## src/hdl/mdp_pkg.sv

```systemverilog
// package with sizes and lane control type for the minimum dot product block
package mdp_pkg;
   localparam int MAX_ENTRIES = 64;
   localparam int VALUE_BITS = 16;
   localparam int SUM_BITS = 38;
   localparam int PCOUNT_BITS = 7;
   localparam int ADDR_BITS = (MAX_ENTRIES > 1) ? $clog2(MAX_ENTRIES) : 1;
   localparam int CNT_BITS = $clog2(MAX_ENTRIES + 1);
   localparam int PROD_BITS = 2 * VALUE_BITS;

   typedef enum logic [1:0] {
      WSEL_LOAD,
      WSEL_STEP,
      WSEL_TAIL
   } wsel_type;

   typedef struct packed {
      logic                 we;
      logic [ADDR_BITS-1:0] waddr;
      wsel_type             wsel;
      logic                 re;
      logic [ADDR_BITS-1:0] raddr;
      logic                 carry_load;
      logic                 carry_step;
   } lane_ctl_type;
endpackage

```

## src/hdl/mdp_lane.sv

```systemverilog
// one vector store with the carry register of the in-place bubble pass
module mdp_lane (
   input  logic                                  clock,
   input  mdp_pkg::lane_ctl_type                 ctl,
   input  logic                                  descend,
   input  logic signed [mdp_pkg::VALUE_BITS-1:0] load_value,
   output logic signed [mdp_pkg::VALUE_BITS-1:0] rdata
);
   logic signed [mdp_pkg::VALUE_BITS-1:0] mem [mdp_pkg::MAX_ENTRIES];
   logic signed [mdp_pkg::VALUE_BITS-1:0] rdata_ff;
   logic signed [mdp_pkg::VALUE_BITS-1:0] carry_ff;
   logic signed [mdp_pkg::VALUE_BITS-1:0] keep;
   logic signed [mdp_pkg::VALUE_BITS-1:0] pass_on;
   logic signed [mdp_pkg::VALUE_BITS-1:0] wdata;
   logic                                  carry_first;

   always_comb begin
      carry_first = descend ? (carry_ff > rdata_ff) : (carry_ff < rdata_ff);
      keep = carry_first ? carry_ff : rdata_ff;
      pass_on = carry_first ? rdata_ff : carry_ff;
      unique case (ctl.wsel)
         mdp_pkg::WSEL_LOAD: wdata = load_value;
         mdp_pkg::WSEL_STEP: wdata = keep;
         mdp_pkg::WSEL_TAIL: wdata = carry_ff;
         default:            wdata = load_value;
      endcase
   end

   always_ff @(posedge clock) begin
      if (ctl.we) begin
         mem[ctl.waddr] <= wdata;
      end
      if (ctl.re) begin
         rdata_ff <= mem[ctl.raddr];
      end
      if (ctl.carry_load) begin
         carry_ff <= rdata_ff;
      end else if (ctl.carry_step) begin
         carry_ff <= pass_on;
      end
   end

   assign rdata = rdata_ff;
endmodule

```

## src/hdl/min_dot_product_sorted_pairing.sv

```systemverilog
// top level: pair store, in-place sort sequencer, multiply-accumulate and result register
//
// req_ channel: one beat per pair (first_value, second_value, last). Pairs are
// taken one per cycle while the block is collecting. A pair beyond 64 stored
// pairs is dropped and flags the result.
// On the beat with last high, req_stall rises and both stores are sorted in
// place by bubble passes: each pass walks the stored entries through one
// registered read port and one write port per store, n-1 passes after a
// state that primes the read port, n the number of stored pairs. A
// multiply-accumulate sweep follows, then the result register is loaded.
// rsp_ channel: one beat per vector (min_sum, pair_count, overflowed). The
// result register holds while rsp_stall is high; collection of the next
// vector already runs, and its result waits until the register is free.
// reset (synchronous, active high) empties the stores, clears the flag and
// drops any pending result. Stored values need no reset.
module min_dot_product_sorted_pairing (
   input  logic                                     clock,
   input  logic                                     reset,
   input  logic                                     req_valid,
   output logic                                     req_stall,
   input  logic signed [mdp_pkg::VALUE_BITS-1:0]    req_first_value,
   input  logic signed [mdp_pkg::VALUE_BITS-1:0]    req_second_value,
   input  logic                                     req_last,
   output logic                                     rsp_valid,
   input  logic                                     rsp_stall,
   output logic signed [mdp_pkg::SUM_BITS-1:0]      rsp_min_sum,
   output logic [mdp_pkg::PCOUNT_BITS-1:0]          rsp_pair_count,
   output logic                                     rsp_overflowed
);
   typedef enum logic [3:0] {
      S_IDLE, S_PASS, S_FIRST, S_STEP, S_TAIL, S_SUM, S_DR1, S_DR2, S_DR3, S_DONE
   } state_type;

   localparam int CB = mdp_pkg::CNT_BITS;
   localparam int AB = mdp_pkg::ADDR_BITS;

   state_type                              state_ff;
   logic [CB-1:0]                          count_ff, n_ff, j_ff, pass_ff, i_ff;
   logic                                   ovf_ff, ovf_res_ff;
   logic                                   rs_ff, pv_ff;
   logic signed [mdp_pkg::PROD_BITS-1:0]   prod_ff;
   logic signed [63:0]                     prod_wide;
   logic signed [mdp_pkg::SUM_BITS-1:0]    acc_ff;
   logic                                   rsp_valid_ff;
   logic signed [mdp_pkg::SUM_BITS-1:0]    rsp_sum_ff;
   logic [mdp_pkg::PCOUNT_BITS-1:0]        rsp_count_ff;
   logic                                   rsp_ovf_ff;
   logic                                   accept, full;
   logic [CB-1:0]                          n_in;
   mdp_pkg::lane_ctl_type                  ctl;
   logic signed [mdp_pkg::VALUE_BITS-1:0]  a_rd, b_rd;

   assign accept = req_valid && !req_stall;
   assign full = (count_ff == CB'(mdp_pkg::MAX_ENTRIES));
   assign n_in = full ? count_ff : count_ff + CB'(1);
   assign req_stall = (state_ff != S_IDLE);
   assign prod_wide = 64'(prod_ff);

   always_comb begin
      ctl = '0;
      ctl.wsel = mdp_pkg::WSEL_LOAD;
      unique case (state_ff)
         S_IDLE: begin
            ctl.we = accept && !full;
            ctl.waddr = count_ff[AB-1:0];
         end
         S_PASS: begin
            ctl.re = 1'b1;
            ctl.raddr = '0;
         end
         S_FIRST: begin
            ctl.re = 1'b1;
            ctl.raddr = AB'(1);
            ctl.carry_load = 1'b1;
         end
         S_STEP: begin
            ctl.we = 1'b1;
            ctl.waddr = j_ff[AB-1:0] - AB'(1);
            ctl.wsel = mdp_pkg::WSEL_STEP;
            ctl.carry_step = 1'b1;
            ctl.re = 1'b1;
            ctl.raddr = j_ff[AB-1:0] + AB'(1);
         end
         S_TAIL: begin
            ctl.we = 1'b1;
            ctl.waddr = j_ff[AB-1:0];
            ctl.wsel = mdp_pkg::WSEL_TAIL;
            ctl.re = 1'b1;
            ctl.raddr = '0;
         end
         S_SUM: begin
            ctl.re = 1'b1;
            ctl.raddr = i_ff[AB-1:0];
         end
         default: begin
            ctl.we = 1'b0;
         end
      endcase
   end

   mdp_lane u_first (
      .clock(clock), .ctl(ctl), .descend(1'b0),
      .load_value(req_first_value), .rdata(a_rd)
   );

   mdp_lane u_second (
      .clock(clock), .ctl(ctl), .descend(1'b1),
      .load_value(req_second_value), .rdata(b_rd)
   );

   always_ff @(posedge clock) begin
      prod_ff <= a_rd * b_rd;
      if (state_ff == S_PASS) begin
         acc_ff <= '0;
      end else if (pv_ff) begin
         acc_ff <= acc_ff + mdp_pkg::SUM_BITS'(prod_wide);
      end
      if (reset) begin
         state_ff <= S_IDLE;
         count_ff <= '0;
         ovf_ff <= 1'b0;
         rs_ff <= 1'b0;
         pv_ff <= 1'b0;
         rsp_valid_ff <= 1'b0;
      end else begin
         rs_ff <= (state_ff == S_SUM);
         pv_ff <= rs_ff;
         if ((state_ff == S_DONE) && (!rsp_valid_ff || !rsp_stall)) begin
            rsp_valid_ff <= 1'b1;
         end else if (rsp_valid_ff && !rsp_stall) begin
            rsp_valid_ff <= 1'b0;
         end
         unique case (state_ff)
            S_IDLE: begin
               if (accept) begin
                  if (req_last) begin
                     count_ff <= '0;
                     ovf_ff <= 1'b0;
                     ovf_res_ff <= ovf_ff || full;
                     n_ff <= n_in;
                     pass_ff <= '0;
                     i_ff <= '0;
                     state_ff <= S_PASS;
                  end else if (full) begin
                     ovf_ff <= 1'b1;
                  end else begin
                     count_ff <= count_ff + CB'(1);
                  end
               end
            end
            S_PASS: begin
               state_ff <= (n_ff == CB'(1)) ? S_SUM : S_FIRST;
            end
            S_FIRST: begin
               j_ff <= CB'(1);
               state_ff <= S_STEP;
            end
            S_STEP: begin
               if (j_ff == n_ff - CB'(1)) begin
                  state_ff <= S_TAIL;
               end else begin
                  j_ff <= j_ff + CB'(1);
               end
            end
            S_TAIL: begin
               pass_ff <= pass_ff + CB'(1);
               state_ff <= (pass_ff + CB'(1) == n_ff - CB'(1)) ? S_SUM : S_FIRST;
            end
            S_SUM: begin
               if (i_ff == n_ff - CB'(1)) begin
                  state_ff <= S_DR1;
               end else begin
                  i_ff <= i_ff + CB'(1);
               end
            end
            S_DR1: state_ff <= S_DR2;
            S_DR2: state_ff <= S_DR3;
            S_DR3: state_ff <= S_DONE;
            S_DONE: begin
               if (!rsp_valid_ff || !rsp_stall) begin
                  rsp_sum_ff <= acc_ff;
                  rsp_count_ff <= mdp_pkg::PCOUNT_BITS'(n_ff);
                  rsp_ovf_ff <= ovf_res_ff;
                  state_ff <= S_IDLE;
               end
            end
            default: state_ff <= S_IDLE;
         endcase
      end
   end

   assign rsp_valid = rsp_valid_ff;
   assign rsp_min_sum = rsp_sum_ff;
   assign rsp_pair_count = rsp_count_ff;
   assign rsp_overflowed = rsp_ovf_ff;

   a_count_bound: assert property (@(posedge clock) disable iff (reset)
      count_ff <= CB'(mdp_pkg::MAX_ENTRIES))
      else $error("store count beyond capacity");

   a_last_stalls: assert property (@(posedge clock) disable iff (reset)
      accept && req_last |=> req_stall)
      else $error("last beat did not start the sort");

   a_sum_index: assert property (@(posedge clock) disable iff (reset)
      state_ff == S_SUM |-> i_ff < n_ff && n_ff != '0)
      else $error("sum sweep index out of range");
endmodule

```

## config.mk

```make
export PLATFORM = sky130hd
export DESIGN_NAME = min_dot_product_sorted_pairing
export DESIGN_NICKNAME = d
export VERILOG_FILES = /design/src/hdl/mdp_pkg.sv /design/src/hdl/mdp_lane.sv /design/src/hdl/min_dot_product_sorted_pairing.sv
export SDC_FILE = /design/constraint.sdc
export NUM_CORES = 2
export LEC_CHECK = 0
export BUFFER_PORTS_ARGS = -buffer_cell sky130_fd_sc_hd__buf_4
export CORE_MARGIN = 3
export CORE_UTILIZATION = 49
export CTS_CLUSTER_DIAMETER = 120
export CTS_CLUSTER_SIZE = 25
export DETAILED_ROUTE_END_ITERATION = 12
export GPL_TIMING_DRIVEN = 1
export SLEW_MARGIN = 20
export SYNTH_ARGS = -nofsm -noshare
export SYNTH_HDL_FRONTEND = slang
export SYNTH_HIERARCHICAL = 1
export SYNTH_SLANG_ARGS = --single-unit
```

## constraint.sdc

```tcl
create_clock -name clock -period 9.9 [get_ports clock]
set_input_delay 0.495 -clock clock [delete_from_list [all_inputs] [get_ports clock]]
set_output_delay 0.495 -clock clock [all_outputs]
set_load 0.01 [all_outputs]
```

### After elaboration in Yosys (flattened, before gate mapping)

Memories as Yosys holds them, arrays and structs flattened. A register that Yosys moved wholly into a read port is not among the register bits.
Cells that the tools add are included.

| word-level totals | value |
|---|---|
| bits in registers | 192 |
| bits in writable memories | 2048 |
| bits of input ports | 37 |
| output and inout port bits | 48 |
| memories | 2 |

| operators by class | value |
|---|---|
| add/sub/neg operators | 8 |
| $mul | 1 |
| order comparisons | 2 |
| equality and inequality tests | 23 |
| muxes and demuxes | 39 |
| bitwise operators | 1 |
| reduce and logical (&&, ||, !) cells | 32 |

Memory list:

| memory | depth | bits a word | rd ports | clocked after Yosys merged registers in | write ports | RTL line | source |
|---|---|---|---|---|---|---|---|
| u_first.mem | 64 | 16 | 1 | 1 | 1 | mdp_lane.sv:9 | `logic signed [mdp_pkg::VALUE_BITS-1:0] mem [mdp_pkg::MAX_ENTRIES];` |
| u_second.mem | 64 | 16 | 1 | 1 | 1 | mdp_lane.sv:9 |  |

Operators with widths:

| operator | count |
|---|---|
| $mux W16 | 8 |
| $pmux W16 S2 | 2 |
| $mux W7 | 6 |
| $pmux W7 S2 | 3 |
| $pmux W4 S10 | 1 |
| $add A38 B32 Y38 | 1 |
| $mul A16 B16 Y32 | 1 |
| $add A7 B1 Y7 const B | 4 |
| $pmux W7 S4 | 1 |
| $eq A7 B7 Y1 | 3 |
| $mux W4 | 5 |
| $pmux W6 S3 | 1 |
| $eq A4 B3 Y1 const B | 4 |
| $gt A16 B16 Y1 | 1 |
| $lt A16 B16 Y1 | 1 |
| $reduce_bool A2 Y1 | 8 |
| $ne A2 B2 Y1 const B | 5 |
| $reduce_and A5 Y1 | 2 |
| $reduce_and A3 Y1 | 3 |
| $eq A4 B2 Y1 const B | 2 |
| $eq A4 B4 Y1 const B | 2 |
| $mux W1 | 8 |
| $reduce_and A4 Y1 | 2 |
| $eq A7 B1 Y1 const B | 1 |
| 19 further kinds | 31 |

### Logic depth before layout (Yosys ltp)

| logic depth | value |
|---|---|
| depth in word-level cells | 7 |
| depth in mapped cells | 23 |
| depth with buffers taken out | 22 |

### By module

Netlist, hierarchy kept.

By module, submodules not included:

| module | instances | cells an instance | area each (um2) | seq. area each (um2) |
|---|---|---|---|---|
| mdp_lane (u_first) | 1 | 1691 | 40943.0 | 31710.4 |
| mdp_lane (u_second) | 1 | 1691 | 40941.8 | 31710.4 |
| min_dot_product_sorted_pairing | 1 | 1859 | 17803.3 | 3953.8 |

### Worst setup path before layout

OpenSTA, ideal clock, no wires.

| path | value |
|---|---|
| kind | register to register |
| start | reg u_second.rdata_ff, in the netlist u_second/rdata[4] (read register of u_second.mem) |
| end | reg prod_ff[31] (netlist bit) |
| data arrival time | 5.923 ns |
| data required time | 9.828 ns |
| setup slack | 3.905 ns |
| stages on the path, launching flop included | 23 |
| buffers on the path | 1 |
| path through | edfxtp_1 -> clkbuf_1 -> and2_1 -> fa_1 -> inv_1 -> fa_1 -> fa_1 -> inv_1 -> fa_1 -> fa_1 -> inv_1 -> fa_1 -> inv_1 -> ha_1 -> and3_1 -> a221oi_1 -> o21a_1 -> o21ai_1 -> o41ai_2 -> o211a_1 -> o41ai_1 -> a21oi_1 -> xnor2_1 |

| on the way | value |
|---|---|
| word-level cells in the longest chain between the ends | 1 |

Ends and longest elaborated chain:

| what | RTL line | source |
|---|---|---|
| start: declaration | mdp_lane.sv:10 | `logic signed [mdp_pkg::VALUE_BITS-1:0] rdata_ff;` |
| $mul A16 B16 Y32 | min_dot_product_sorted_pairing.sv:112 | `prod_ff <= a_rd * b_rd;` |
| end signal: assignment | min_dot_product_sorted_pairing.sv:112 |  |
| end: declaration | min_dot_product_sorted_pairing.sv:41 | `logic signed [mdp_pkg::PROD_BITS-1:0] prod_ff;` |

No other way between the ends.
A chain may end at the register's enable or synchronous reset.

### Worst setup path in the final report

| path | value |
|---|---|
| start | reg u_first.rdata_ff, in the netlist u_first/rdata[11] (read register of u_first.mem) |
| end | reg prod_ff[31] (netlist bit) |

| on the way | value |
|---|---|
| word-level cells in the longest chain between the ends | 1 |

Ends and longest elaborated chain:

| what | RTL line |
|---|---|
| start: declaration | mdp_lane.sv:10 |
| $mul A16 B16 Y32 | min_dot_product_sorted_pairing.sv:112 |

No other way between the ends.

==> reports/results.tsv <==
metric	value	unit
cts_buffers	102	
status	finished clean	
rows	164	
vias	49000	
cts.clk_slew.worst_paths	100	ps
grt_antenna_before_repair	10	
fin_ws	3150	ps
areaGrowthSynthToFinish	7.98	%
endpoint_kind	flop	
die-height	457	um
hold_viol	0	
hpwlAfterDp	145	mm
clk_path_buf_depth	3	
tritoncts	done	
clkLatencyLatePin	800	ps
cp.required	10620	ps
syn_avg_cell_area	19.0	um2
finalCritPeriodShare	68.2	%
cts_root_buf	clkbuf_16	
worst-setup-path-type	flop to flop	
worstMarginPinSlew	1080	ps
synthMostInstantiatedCell	edfxtp_1	
grt_pass1_vias	49300	
synth_area_leaders	edfxtp_1, mux4_2, fa_1	
synth_cell_types	81	
syn_inst	5241	
nNetsFinal	5861	
wl_per_cell	29.2	um
arrival	7470	ps
fin_worst_skew	71.2	ps
setup_violations	0	
ys_ff_latch	2272	
drc_errors	0	
slew_headroom	27.6	%
yosysWarningCount	6	
yosysSeqAreaShare	67.6	%
firstDrtPassIters	6	
yosys.area.top_type_share	65.9	%
syn_area	99700	um2
drt_iter0_drc	5043	
peakVddDrop	0.979	mV
coreArea	201000	um2
cts_resized	0	
antenna_left	0	
post_route_cells_drive_above_1_share	21.9	%
ios	85	
p_per_area	305	nW/um2
hold_class	flop to flop	
grt_remaining_overflow	0	
place_ws	3110	ps
rsz0062_at_grt	false	
die_w	457	um
vias_per_cell	6.06	
async_flop_share	0	%
crit_path_start_kind	flop	
gp_congestion	0.834	
port_buffers	84	
start_util	49.6	%
yosysTopAreaCell	edfxtp_1	
dieArea	209000	um2
tns	0	ps
grt_pass1_wl	348	mm
fmax	148	MHz
clkSinkCount	2272	
routed_wl	235	mm
synth-main-ff-cell	edfxtp_1	
grt_max_degree	130	
htreeDepth	3	
fin_crit	6750	ps
fillers	15700	
critPathMaxFanout	19	
maxCapViolCount	0	
leakage	34.7	nW
drv_slew	0	
grt_usage	22.7	%
synth-edff-count	2187	
synth_top_cells_by_count	edfxtp_1, mux4_2, inv_1	
-- cell usage in the layout (no fill, tap or decap), drive strengths merged, types with 20 or more instances in the layout --
| cell type | netlist | routed |
|---|---|---|
| inv | 355 | 363 |
| a21o | 35 | 35 |
| clkbuf | 164 | 112 |
| mux2i | 50 | 50 |
| dfxtp | 85 | 85 |
| edfxtp | 2187 | 2187 |
| mux4 | 672 | 672 |
| a211oi | 20 | 20 |
| o21ai | 71 | 71 |
| ha | 163 | 163 |
| fa | 263 | 263 |
| xor2 | 36 | 36 |
| nor2b | 20 | 20 |
| a22oi | 35 | 35 |
| nor2 | 249 | 249 |
| nand3 | 42 | 42 |
| nor3 | 25 | 25 |
| a21oi | 89 | 89 |
| xnor2 | 79 | 79 |
| nand2 | 205 | 205 |
| buf | 76 | 283 |
| and2 | 133 | 133 |
-- per-layer routing --
| layer | global-route usage [%] | wire length (um) |
|---|---|---|
| met1 | 34.5 | 105000 |
| met2 | 35.6 | 112000 |
| met3 | 2.82 | 13800 |
| met4 | 5.05 | 5340 |
| met5 | 0 | 13 |
-- report_power, final --
group	total, W	leakage (nW)	switching, W	internal [W]
logic	0.0169	13.0	0.00931	0.00758
registers	0.0112	20.4	0.000181	0.0110
clock network	0.00476	1.35	0.00286	0.00191
-- layout make-up --
cell class                 instances  area, um2  share of cell area [%]
clock inverter                    10        144                   0.134
multi-input combinational       2377      30600                    28.4
sequential                      2272      67400                    62.6
clock buffer                     112       2610                    2.43
timing repair buffer             289       2280                    2.12
antenna                            4       10.0                 0.00930
tap                             2656       3320                    3.09
inverter                         356       1340                    1.24
-- sequential cells by signal (all words and copies together), names as in the netlist, 16 cells and up --
register,cells
rsp_min_sum,38
u_first/mem,1024
u_second/mem,1024
u_second/rdata,16
u_first/carry_ff,16
u_second/carry_ff,16
acc_ff,38
u_first/rdata,16
prod_ff,32
-- critical path, stage by stage, from the launching register on --
cell and delay, ps:
edfxtp_1 870, nand2_1 190, fa_1 550, fa_1 510, fa_1 520, inv_1 60
fa_1 450, fa_1 510, inv_1 50, fa_1 480, inv_1 40, ha_1 340
and3_1 220, a221oi_1 410, o21a_1 180, o21ai_1 120, o41ai_2 520, o211a_1 230
o41ai_1 80, a21oi_1 190, xnor2_1 150
-- timing repair --
item,CTS,global route
buffers inserted,0,0
endpoints found under the hold margin,14,0
hold buffers,6,0
-- cells by family after synthesis --
kind of cell | after synthesis | synth area share, %
DFF | 2272 | 67.6
and+or+nand+nor | 770 | 3.70
muxes | 722 | 15.7
buffers and inverters | 596 | 2.36
adders and majority gates | 426 | 7.33
AOI/OAI and AO/OA | 338 | 2.30
xor gates and xnor gates | 115 | 1.03
other | 2 | 0.00753
-- worst paths after layout --
path / from / end / slack [ps] / cells past startpoint
worst max-delay path: u_first/rdata[11]$_DFFE_PP_ / prod_ff[31]$_DFF_P_ / 3150 / 20
worst min-delay path: ovf_res_ff$_DFFE_PP_ / rsp_overflowed$_DFFE_PP_ / 440 / 0
worst max register to register: u_first/rdata[11]$_DFFE_PP_ / prod_ff[31]$_DFF_P_ / 3150 / 20
worst min register to register: ovf_res_ff$_DFFE_PP_ / rsp_overflowed$_DFFE_PP_ / 440 / 0
-- per-stage QoR --
stage	utilization (%)	power (W)	instances	area, um2	hold slack, ps
final	53.5	0.0329	8076	108000	441
after global routing	53.5	0.0360	8074	108000	438
after CTS	53.5	0.0332	8072	108000	432
after detailed placement	52.1	0.0285	7944	105000	407
after global placement	52.1	0.0282	7944	105000	409
after floorplan	-	0.0248	5245	99700	400
No activity file was read; power rests on OpenSTA's default activity.
